==> config.mk <==
export PLATFORM = sky130hd
export DESIGN_NAME = nndm_cell
export DESIGN_NICKNAME = d
export VERILOG_FILES = /design/src/sv/nndm_pkg.sv /design/src/sv/nndm_cell.sv
export SDC_FILE = /design/constraint.sdc
export NUM_CORES = 1
export LEC_CHECK = 0
export BUFFER_PORTS_ARGS = -buffer_cell sky130_fd_sc_hd__buf_2
export CORE_MARGIN = 3
export CORE_UTILIZATION = 54
export DETAILED_ROUTE_END_ITERATION = 10
export PLACE_DENSITY = 0.93
export SLEW_MARGIN = 0
export SYNTH_ARGS = -nofsm -noshare
export SYNTH_HDL_FRONTEND = slang
export SYNTH_SLANG_ARGS = --single-unit
export TNS_END_PERCENT = 10
==> constraint.sdc <==
create_clock -name clk -period 8.09 [get_ports clk]
set_clock_uncertainty 0.15 [all_clocks]
set_input_delay 0.809 -clock clk [delete_from_list [all_inputs] [get_ports clk]]
set_output_delay 0.809 -clock clk [all_outputs]
set_load 0.005 [all_outputs]
==> src/sv/nndm_pkg.sv <==
// shared constants, codes and control types of the distance matching block
package nndm_pkg;

  localparam int MAX_POINTS     = 64;
  localparam int MAX_REFERENCES = 1024;
  localparam int DISTANCE_WIDTH = 32;

  typedef enum logic [1:0] {
    CMD_LOAD_DIST = 2'd0,
    CMD_LOAD_REF  = 2'd1,
    CMD_RUN       = 2'd2,
    CMD_READ      = 2'd3
  } command_t;

  typedef enum logic [1:0] {
    REG_POINT_COUNT     = 2'd0,
    REG_REFERENCE_COUNT = 2'd1,
    REG_PHI             = 2'd2,
    REG_KEEP_FLOOR      = 2'd3
  } reg_index_t;

  localparam logic KIND_RUN  = 1'b0;
  localparam logic KIND_MASK = 1'b1;

  typedef struct packed {
    logic init;
    logic load_near;
    logic set_bit;
    logic mode_next;
    logic inclusive;
  } cell_ctrl_t;

endpackage

==> src/sv/nndm_cell.sv <==
// one matrix row: mask, nearest neighbour and one stage of the search chain
module nndm_cell #(
  parameter int MAX_POINTS     = nndm_pkg::MAX_POINTS,
  parameter int DISTANCE_WIDTH = nndm_pkg::DISTANCE_WIDTH,
  parameter int CELL_INDEX     = 0,
  localparam int IW = (MAX_POINTS > 1) ? $clog2(MAX_POINTS) : 1,
  localparam int NW = $clog2(MAX_POINTS + 1),
  localparam int BW = DISTANCE_WIDTH + 1
) (
  input  logic                      clk,
  input  logic                      rst,
  input  nndm_pkg::cell_ctrl_t      ctrl,
  input  logic [NW-1:0]             n,
  input  logic [IW-1:0]             row_sel,
  input  logic [IW-1:0]             near_idx,
  input  logic [DISTANCE_WIDTH-1:0] near_val,
  input  logic [BW-1:0]             bound,
  input  logic                      sel_bit,
  input  logic [BW-1:0]             best_in,
  input  logic [IW-1:0]             brow_in,
  input  logic [NW-1:0]             cnt_t_in,
  input  logic [NW-1:0]             cnt_m_in,
  output logic [BW-1:0]             best_out,
  output logic [IW-1:0]             brow_out,
  output logic [NW-1:0]             cnt_t_out,
  output logic [NW-1:0]             cnt_m_out,
  output logic [MAX_POINTS-1:0]     mask
);

  localparam logic [NW-1:0] IDX     = NW'(CELL_INDEX);
  localparam logic [IW-1:0] IDX_ROW = IW'(CELL_INDEX);

  logic [IW-1:0]             nidx;
  logic [DISTANCE_WIDTH-1:0] nval;
  logic                      active;
  logic                      selected;
  logic                      valid;
  logic [BW-1:0]             near_ext;
  logic                      hit_t;
  logic                      cond;
  logic                      take;

  assign active   = IDX < n;
  assign selected = row_sel == IDX_ROW;
  assign valid    = !mask[nidx];
  assign near_ext = {1'b0, nval};
  assign hit_t    = active && (!valid || near_ext <= bound);
  assign cond     = ctrl.inclusive ? (near_ext >= bound) : (near_ext > bound);
  assign take     = ctrl.mode_next && active && valid && cond && (near_ext < best_in);

  always_ff @(posedge clk) begin
    if (rst) begin
      mask <= '0;
      nidx <= '0;
    end else if (ctrl.init) begin
      mask <= active ? (MAX_POINTS'(1) << CELL_INDEX) : '0;
      nidx <= '0;
    end else begin
      if (ctrl.load_near && selected) begin
        nidx <= near_idx;
      end
      if (ctrl.set_bit && selected) begin
        mask[nidx] <= 1'b1;
      end
    end
  end

  always_ff @(posedge clk) begin
    if (ctrl.load_near && selected) begin
      nval <= near_val;
    end
    best_out  <= take ? near_ext : best_in;
    brow_out  <= take ? IDX_ROW : brow_in;
    cnt_t_out <= cnt_t_in + NW'(hit_t);
    cnt_m_out <= cnt_m_in + NW'(active && sel_bit);
  end

endmodule

==> results.toml, run 1 <==
[route]
ant_nets = 0
drc = 0
routed_wl_um = 23400
avgViaCountPerCell = 5.95
wl_per_cell_um = 19.8
routed-via-count = 7023
drtIter0Drc = 672
drt_pass1_iterations = 6

[place]
place.port_buffers = 261
finalWeightedCongestion = 0.978
hpwlAfterDp_um = 16900

[clock_tree]
cts_resized = 0
cts_buffers = 17
clock-sinks = 155
cts_buffer_depth = 2
ctsHtreeMaxLevel = 4
insertion_delay_ns = 0.43
clock_tree.root_cell = "clkbuf_16"
hold_buffers = 0
cts_setup_buffers = 0
clk_pin_slew_ns = 0.06
cts_tree = "built"

[yosys]
syn-cell-area_sq_um = 7290
ys_types = 58
synthArstFlopShare_pct = 0
avgSynthCellArea_sq_um = 9.89
yosys_warnings = 0
syn-instance-count = 737
yosysSeqAreaShare_pct = 47.0
syn_nets = 949
ys_seq_elements = 155
synthFlopType = "dfxtp_1"
synth_edf_count = 32

[pwr]
p_seq_share_pct = 47.3
p_sw_mw = 0.395
combPwrFrac_pct = 8.6
ir_drop_uv = 137
clock_power_share_pct = 44.1
power.static_leakage_nw = 4.44
swShare_pct = 22.9
p_per_area_nw_per_um2 = 186
intPower_mw = 1.33

[layout]
multi_input_area_sq_um = 3450
drive_gt1_share_pct = 33.9
seqCellArea_sq_um = 3420
syn2layout_area_growth_pct = 27.4
fin_nets = 1203
nFillCells = 854

[grt]
grt_overflow = 0
grt_usage_pct = 30.9
grt_pass1_wl_um = 35200
grt_pass1_vias = 6839
grt_max_degree = 70
grt_antenna_before_repair = 5

[setup_path]
cp_slowest_cell = "dfxtp_1"
critPathMaxStageDelay_ns = 0.88
crit_path_cell_trace = "nor2b_1, a221oi_1, o221ai_1, a221o_1, nor4_4, nand4_2, buf_4, mux2_4"
cp_max_fo = 26
critical_path_class = "register to register"
critPathRequiredTime_ns = 8.25
arrival_ns = 4.11
cpLargestDelayFamily = "simple AND/OR/NAND/NOR gates"
path_buf_inv = 1
cp-start-kind = "register"
cp_num_cells = 8
worst_r2r_path_depth = 8
cp-end-kind = "register"

[sta]
fin_setup_tns_ns = 0
drv_slew = 0
hold_violations = 0
clock.fmax_mhz = 253
period_share_pct = 48.8
hold_ws_ns = 0.347
max_slew_margin_pct = 9.97
finalSetupViolations = 0
tightest_slew_ns = 1.35
period_minus_slack_ns = 3.95
rsz0062_at_grt = "false"

[floorplan]
initial_core_util_pct = 56.4
coreArea_sq_um = 12900
num_io_pins = 262
dieArea_sq_um = 14900
rows = 41
die_h_um = 122
die_w_um = 122

[outcome]
run_status = "finished clean"

[hold_path]
min_path_cells = 2
min_path_type = "register to register"

[run]
cap_violations = 0
-- placed cells by master (no fill, tap or decap), types with 5 or more instances in the layout --
master	instances
nor2b_1	7
a22o_1	5
a31oi_1	7
nor2_1	74
and3b_1	8
xnor2_1	7
a211oi_1	5
buf_2	261
inv_1	70
ha_1	67
buf_4	7
edfxtp_1	32
a21o_1	5
a21oi_1	92
and2_1	8
mux2_2	31
nand2_1	32
clkbuf_16	19
nor3_1	10
and4_1	6
and3_1	9
dfxtp_1	123
nand3_1	17
o21ai_0	10
nand4_1	7
a221oi_1	7
-- flip-flops by register name, summed over array words and instances, names as in the netlist --
name and flops:
mask 64, cnt_t_out 7, brow_out 6, nidx 6, nval 32, cnt_m_out 7
best_out 33
-- per-stage QoR --
step / setup WS, ns / instance area [sq um] / std cells / utilization, % / total power, mW
2_1_floorplan: 5.03 / 7290 / 737 / - / 0.897
3_3_place_gp: 4.26 / 8710 / 1144 / 67.4 / 0.965
3_5_place_dp: 4.08 / 8710 / 1144 / 67.4 / 0.974
4_1_cts: 4.19 / 9280 / 1176 / 71.8 / 1.73
5_1_grt: 3.94 / 9290 / 1180 / 71.8 / 1.78
6_report: 4.14 / 9290 / 1180 / 71.8 / 1.72
-- power groups by stage --
stage / combinational (mW) / sequential (mW) / clock, mW
final: 0.148 / 0.816 / 0.761
after global routing: 0.162 / 0.818 / 0.800
after CTS: 0.146 / 0.816 / 0.764
after detailed placement: 0.141 / 0.833 / 0
after global placement: 0.133 / 0.832 / 0
after floorplan: 0.0620 / 0.835 / 0
-- Yosys cell counts (all sizes together), types with 8 or more instances --
master	number	area share, %
nand2	32	1.6
and3b	8	0.96
nor3	10	0.69
o21ai	10	0.69
nand3	17	1.2
a21oi	92	6.3
clkbuf	18	0.93
nor2	74	3.8
inv	70	3.6
edfxtp	32	13
nand4	8	0.77
and2	10	0.86
dfxtp	123	34
and3	9	0.77
buf	15	1.4
mux2	34	5.4
ha	67	12
-- cells by family (layout without fill, tap and decap cells) --
kind of cell    count (synthesis)  in the layout  share of synthesized area, %
flops                         155            155                          47.0
simple gates                  206            206                          14.7
compound gates                156            156                          12.9
buf+inv                       103            370                          5.90
fa+ha+maj                      67             67                          11.5
mux                            40             40                          6.75
xor+xnor                       10             10                          1.20
other cells                     0              4                             0
-- final timing paths --
path	from	end	slack, ns
setup / recovery	nidx[1]	best_out[29]	4.14
setup reg to reg	nidx[1]	best_out[29]	4.14
hold reg to reg	mask[48]	mask[48]	0.35
hold / removal	mask[48]	mask[48]	0.35
-- routing by layer --
layer | GRT usage (%) | part of all wire (%) | vias to the layer above
met5 | 0 | 0.056 | -
met4 | 20.0 | 6.4 | 2
met3 | 9.80 | 12 | 137
met2 | 52.5 | 48 | 546
met1 | 33.2 | 34 | 3207
li1 | - | - | 3131
-- cell type report --
class | count | area share (%)
antenna | 4 | 0.108
clock buffer | 24 | 5.54
clock inverter | 8 | 0.593
inverter | 70 | 2.83
multi-input combinational | 479 | 37.1
sequential | 155 | 36.9
tap | 172 | 2.32
timing repair buffer | 268 | 14.6
-- worst min-delay path, delay by kind of cell (launching register included) --
family | cells | cell delay, ns
compound gates | 1 | 0.05
flops | 1 | 0.34
simple gates | 1 | 0.07
Note: power is estimated with default switching activity, not from simulation.
==> run 2: changes to the inputs <==
--- a/config.mk
+++ b/config.mk
@@ -5,11 +5,12 @@
 export SDC_FILE = /design/constraint.sdc
 export NUM_CORES = 1
 export LEC_CHECK = 0
+export ABC_AREA = 1
 export BUFFER_PORTS_ARGS = -buffer_cell sky130_fd_sc_hd__buf_2
 export CORE_MARGIN = 3
-export CORE_UTILIZATION = 54
+export CORE_UTILIZATION = 46
 export DETAILED_ROUTE_END_ITERATION = 10
-export PLACE_DENSITY = 0.93
+export PLACE_DENSITY = 0.84
 export SLEW_MARGIN = 0
 export SYNTH_ARGS = -nofsm -noshare
 export SYNTH_HDL_FRONTEND = slang
==> constraint.sdc (replaced) <==
create_clock -name clk -period 3.58 [get_ports clk]
set_clock_uncertainty 0.15 [all_clocks]
set_input_delay 0.358 -clock clk [delete_from_list [all_inputs] [get_ports clk]]
set_output_delay 0.358 -clock clk [all_outputs]
set_load 0.005 [all_outputs]
==> run 2 against run 1 <==
Global-route usage fell by 3.7 points. Sequential cell count did not move. Final area up 14%. Largest cell class unchanged. Die area is 24% higher. Register-to-register slack worse by 3.4 ns. Clock power grew 150%. Sequential share of layout area fell by 4.4 points. Critical path type unchanged. Worst setup slack lost 3.4 ns. Fmax is 37% higher. Clock-buffer cell count down 6. Critical path depth is 7 higher.
==> results.toml, run 2 <==
[sta]
fin_ws_ns = 0.703
period_share_pct = 80.4
fin_setup_tns_ns = 0
hold_violations = 0
finalSetupViolations = 0
tightest_slew_ns = 0.941
drv_slew = 0
max_slew_margin_pct = 36.8
period_minus_slack_ns = 2.88
clock.fmax_mhz = 348
rsz0062_at_grt = "false"

[yosys]
synth.top_cells.by_count = "nand2_1, inv_1, dfxtp_1"
ys_types = 35
avgSynthCellArea_sq_um = 7.72
synthFlopType = "dfxtp_1"
yosys_warnings = 0
ys_seq_elements = 155
syn-instance-count = 1006
synth.most_common_cell = "nand2_1"
yosys.area.top_type_share_pct = 31.7
synthArstFlopShare_pct = 0
synthTopCellsByArea = "dfxtp_1, nand2_1, edfxtp_1"
synth_top_area_cell = "dfxtp_1"
yosysSeqAreaShare_pct = 44.1
synth_edf_count = 32
syn-cell-area_sq_um = 7760
syn_nets = 1218

[route]
drtIter0Drc = 566
wl_per_cell_um = 16.5
drt_pass1_iterations = 8
ant_nets = 0
avgViaCountPerCell = 5.25
routed-via-count = 8197
drc = 0
routed_wl_um = 25700

[floorplan]
coreArea_sq_um = 16200
die_w_um = 136
die_h_um = 136
initial_core_util_pct = 48.0
rows = 46
num_io_pins = 262
dieArea_sq_um = 18500

[clock_tree]
cts_buffers = 17
clock-sinks = 155
clock_tree.root_cell = "clkbuf_16"
ctsHtreeMaxLevel = 4
clk_pin_slew_ns = 0.07
cts_buffer_depth = 2
cts_tree = "built"
insertion_delay_ns = 0.42
cts_resized = 0

[hold_path]
min_path_type = "input port to register"

[setup_path]
cp_slowest_cell = "edfxtp_1"
regToRegSetupSlack_ns = 0.70
crit_path_cell_trace = "ha_1, nand2_1, nor2_1, nand3_1, nor3_1, inv_1, nand2_1, nor2_1, nor2_1, ha_1, ha_1, nand3_1, nor2_1, nand2_1, xnor2_1"
critical_path_class = "register to register"
cp_max_fo = 3
arrival_ns = 3.04
cp-start-kind = "register"
cp_common_cell = "nor2_1"
critPathRequiredTime_ns = 3.74
critPathMaxStageDelay_ns = 0.45
cp-end-kind = "register"

[pwr]
total_power_mw = 4.17
power.static_leakage_nw = 5.39
p_per_area_nw_per_um2 = 396
ir_drop_uv = 363

[outcome]
run_status = "finished clean"

[layout]
multi_input_area_sq_um = 3510
top_register = "mask"
reg_top3 = "mask: 64 flops, best_out: 33 flops, nval: 32 flops"
nFillCells = 1319
mostFrequentLayoutCells = "nand2_1, buf_2, inv_1, dfxtp_1, a21oi_1"
diodes = 0
largest_reg_flops = 64
drive_gt1_share_pct = 25.0
seqCellArea_sq_um = 3420
fin_nets = 1543
syn2layout_area_growth_pct = 35.9

[grt]
grt_usage_pct = 27.3
grt_overflow = 0
grt_pass1_vias = 8186
grt_antenna_before_repair = 1
grt_pass1_wl_um = 39600
grt_max_degree = 43

[place]
hpwlAfterDp_um = 17700
post-place-ws_ns = 0.715
place.port_buffers = 261
finalWeightedCongestion = 0.867

[run]
cap_violations = 0
## run 2: metal layers
layer	vias to the layer above	track usage [%]	wire length (um)
met1	3687	30.2	9280
li1	3897	-	-
met3	105	7.03	2590
met5	-	0	14
met4	2	16.0	1280
met2	506	47.2	12600
## run 2: stage by stage
step	hold WS (ns)	cells	util, %	area [sq um]
after global routing	0.00936	1560	65.2	10500
final	0.0129	1560	65.2	10500
after floorplan	0.287	1006	-	7760
after CTS	0.00197	1560	65.2	10500
after detailed placement	0.314	1466	57.5	9310
after global placement	0.312	1466	57.5	9310
## run 2: report_power, final
part	internal [mW]	total, mW	switching [mW]	leakage (nW)
Combinational	0.204	0.427	0.223	3.78
Sequential	1.83	1.85	0.0165	1.30
Clock	1.13	1.90	0.765	0.310
## run 2: final timing paths
kind,start,end,depth (start not counted)
worst min register to register,mask[40],mask[40],2
worst min-delay path,best_in[11],best_out[11],3
worst max register to register,nval[14],cnt_t_out[6],15
worst max-delay path,nval[14],cnt_t_out[6],15
## run 2: worst max-delay path, delay by kind of cell, from the launching register on
family / cells / cell delay (ns)
adder cells (fa/ha/maj): 3 / 0.68
XOR/XNOR: 1 / 0.13
flip-flops: 1 / 0.45
buffers and inverters: 1 / 0.07
AND/OR/NAND/NOR: 10 / 1.30
## run 2: cells by family (layout without fill, tap and decap cells)
| family | after synthesis | after routing | synth area share [%] |
|---|---|---|---|
| AO/OA/AOI/OAI | 118 | 118 | 8.24 |
| XOR/XNOR | 10 | 10 | 1.13 |
| flip-flops | 155 | 155 | 44.1 |
| AND/OR/NAND/NOR | 446 | 446 | 25.0 |
| adder cells (fa/ha/maj) | 67 | 67 | 10.8 |
| buffers and inverters | 210 | 548 | 10.7 |
## run 2: timing repair
| item | 4_1_cts | 5_1_grt |
|---|---|---|
| hold buffers | 62 | 0 |
| buffers inserted | 0 | 0 |
| hold endpoints to repair | 62 | 0 |
## run 2: cell type report
class	instances	area share, %
clock buffers	18	4.16
multi-input cells	641	33.3
well taps	216	2.56
flip-flops and latches	155	32.5
repair buffers	342	19.6
inverters	174	6.20
clock inverters	14	1.72
==> run 3: changes to the inputs <==
--- a/config.mk
+++ b/config.mk
@@ -5,12 +5,12 @@
 export SDC_FILE = /design/constraint.sdc
 export NUM_CORES = 1
 export LEC_CHECK = 0
-export ABC_AREA = 1
+export ABC_AREA = 0
 export BUFFER_PORTS_ARGS = -buffer_cell sky130_fd_sc_hd__buf_2
 export CORE_MARGIN = 3
-export CORE_UTILIZATION = 46
+export CORE_UTILIZATION = 50
 export DETAILED_ROUTE_END_ITERATION = 10
-export PLACE_DENSITY = 0.84
+export PLACE_DENSITY = 0.87
 export SLEW_MARGIN = 0
 export SYNTH_ARGS = -nofsm -noshare
 export SYNTH_HDL_FRONTEND = slang
==> constraint.sdc (replaced) <==
create_clock -name clk -period 2.8 [get_ports clk]
set_clock_uncertainty 0.15 [all_clocks]
set_input_delay 0.28 -clock clk [delete_from_list [all_inputs] [get_ports clk]]
set_output_delay 0.28 -clock clk [all_outputs]
set_load 0.005 [all_outputs]
==> run 3 against run 2 <==
The run now ends with setup timing left. Routed wire length rose by 42%. Via count up 7.9%. Final area increased by 7.8%. Global-route usage grew 11 points. Worst setup slack lost 1.1 ns. Sequential share of layout area fell by 2.3 points. Sequential cell count unchanged. Non-clock buffer count is 101 higher. Power up 30%.
==> results.toml, run 3 (synthesis results as in run 1) <==
[clock_tree]
insertion_delay_ns = 0.46
ctsHtreeMaxLevel = 4
cts_buffer_depth = 2
cts_tree = "built"
clock-sinks = 155
clock_tree.root_cell = "clkbuf_16"
clk_pin_slew_ns = 0.08
cts_buffers = 17

[layout]
drive_gt1_share_pct = 39.5
reg_top3 = "mask: 64 flops, best_out: 33 flops, nval: 32 flops"
final_common_cell = "buf_2"
fin_nets = 1378
syn2layout_area_growth_pct = 56.0
largest_reg_flops = 64
nFillCells = 762
mostFrequentLayoutCells = "buf_2, dfxtp_1, dlygate4sd3_1, a21oi_1, buf_4"
top_register = "mask"
fin_util_pct = 80.7

[sta]
hold_violations = 0
tightest_slew_ns = 0.801
max_slew_margin_pct = 46.6
rsz0062_at_grt = "true"
fin_ws_ns = -0.444
fin_setup_tns_ns = -15.53
finalSetupViolations = 45
period_minus_slack_ns = 3.24
hold_ws_ns = 0.116
drv_slew = 0
period_share_pct = 116
clock.fmax_mhz = 308

[grt]
grt_pass1_vias = 8396
grt_overflow = 0
grt_max_degree = 43
grt_antenna_before_repair = 7
grt_pass1_wl_um = 47200
grt_usage_pct = 38.2

[setup_path]
cp_max_fo = 9
critPathLaunch = "nval[30]"
cp_slowest_cell = "edfxtp_1"
arrival_ns = 3.43
crit_path_cell_trace = "ha_1, buf_4, a21o_1, a21oi_1, o2111ai_1, a211oi_2, nand4_4, buf_12, buf_16, mux2_2"
cp-start-kind = "register"
critPathMaxStageDelay_ns = 0.46
cpLargestDelayFamily = "compound AO/OA/AOI/OAI gates"
cp-end-kind = "register"
setup.worst_path.end = "best_out[25]"
path_buf_inv = 3
critical_path_class = "register to register"
regToRegEndpoint = "best_out[25]"
cp_num_cells = 10
worst_r2r_path_depth = 10
regToRegStartpoint = "nval[30]"
regToRegSetupSlack_ns = -0.44
critPathRequiredTime_ns = 2.98

[outcome]
violations = "setup timing"
run_status = "complete, but fails checks"

[route]
drt_pass1_iterations = 6
avgViaCountPerCell = 6.50
drtIter0Drc = 1381
routed-via-count = 8844
ant_nets = 0
wl_per_cell_um = 26.9
drc = 0
routed_wl_um = 36700

[floorplan]
dieArea_sq_um = 16100
rows = 43
num_io_pins = 262
die_h_um = 127
initial_core_util_pct = 51.7
die_w_um = 127
coreArea_sq_um = 14100

[place]
place.port_buffers = 261
hpwlAfterDp_um = 17600
post-place-ws_ns = -0.185
finalWeightedCongestion = 0.975

[pwr]
power.static_leakage_nw = 5.33
p_per_area_nw_per_um2 = 478
ir_drop_uv = 477

[run]
cap_violations = 0

[hold_path]
min_path_type = "input port to register"
run 3: cell types whose count changed in the layout (fill, tap and decap cells not counted), sizes merged, moves of 9 or more:
cell,change
and2,+10
and3,+9
buf,+68
dlygate4sd3,+33
inv,-107
mux2,+34
nand2,-229
nand3,-58
nand4,-29
nor2,+19
run 3: worst min-delay path by stage:
stage / from / endpoint / slack (ns) / cells after the start
after floorplan: rst / mask[0] / 0.20 / 1
after global placement: rst / mask[0] / 0.31 / 2
after detailed placement: rst / mask[0] / 0.30 / 2
after CTS: best_in[2] / best_out[2] / 0.005 / 2
after global routing: sel_bit / cnt_m_out[0] / 0.16 / 3
final: sel_bit / cnt_m_out[0] / 0.12 / 3
run 3: where the power goes:
group	internal, mW	total (mW)	switching [mW]	leakage, nW
Sequential	2.34	2.37	0.0322	1.30
Combinational	0.361	0.711	0.350	3.74
Clock	1.33	2.36	1.03	0.289
Total	4.03	5.44	1.41	5.33
run 3: stage by stage:
step                      cells  total power [mW]  area [sq um]
after floorplan             737              2.59          7290
after global placement     1215              2.80          9240
after detailed placement   1215              2.82          9240
after CTS                  1351              5.19         11100
after global routing       1360              5.54         11400
final                      1361              5.44         11400
run 3: final cells by class:
| class | count | area, sq um | area share (%) |
|---|---|---|---|
| timing repair buffer | 443 | 3050 | 26.8 |
| tap | 180 | 225 | 1.98 |
| multi-input combinational | 479 | 3820 | 33.6 |
| clock buffer | 22 | 487 | 4.28 |
| antenna | 2 | 5.00 | 0.0440 |
| inverter | 70 | 263 | 2.31 |
| sequential | 155 | 3430 | 30.2 |
| clock inverter | 10 | 88.8 | 0.781 |
run 3: repair_timing:
action,4_1_cts,5_1_grt
hold buffers,94,1
hold endpoints to repair,91,1
buffers inserted,7,7
gates cloned,3,0
pin swaps,13,19
setup endpoints to repair,43,46
gates resized for setup,32,30
run 3: worst min-delay path: stages:
cell and delay (ns):
buf_2 0.07, nor2b_1 0.16, ha_1 0.16
run 3: layer usage:
| metal | track usage (%) | wire length [um] | up-vias |
|---|---|---|---|
| li1 | - | - | 3495 |
| met1 | 42.3 | 11800 | 4047 |
| met2 | 64.8 | 16500 | 953 |
| met3 | 10.3 | 5000 | 339 |
| met4 | 24.5 | 3270 | 10 |
| met5 | 0 | 113 | - |
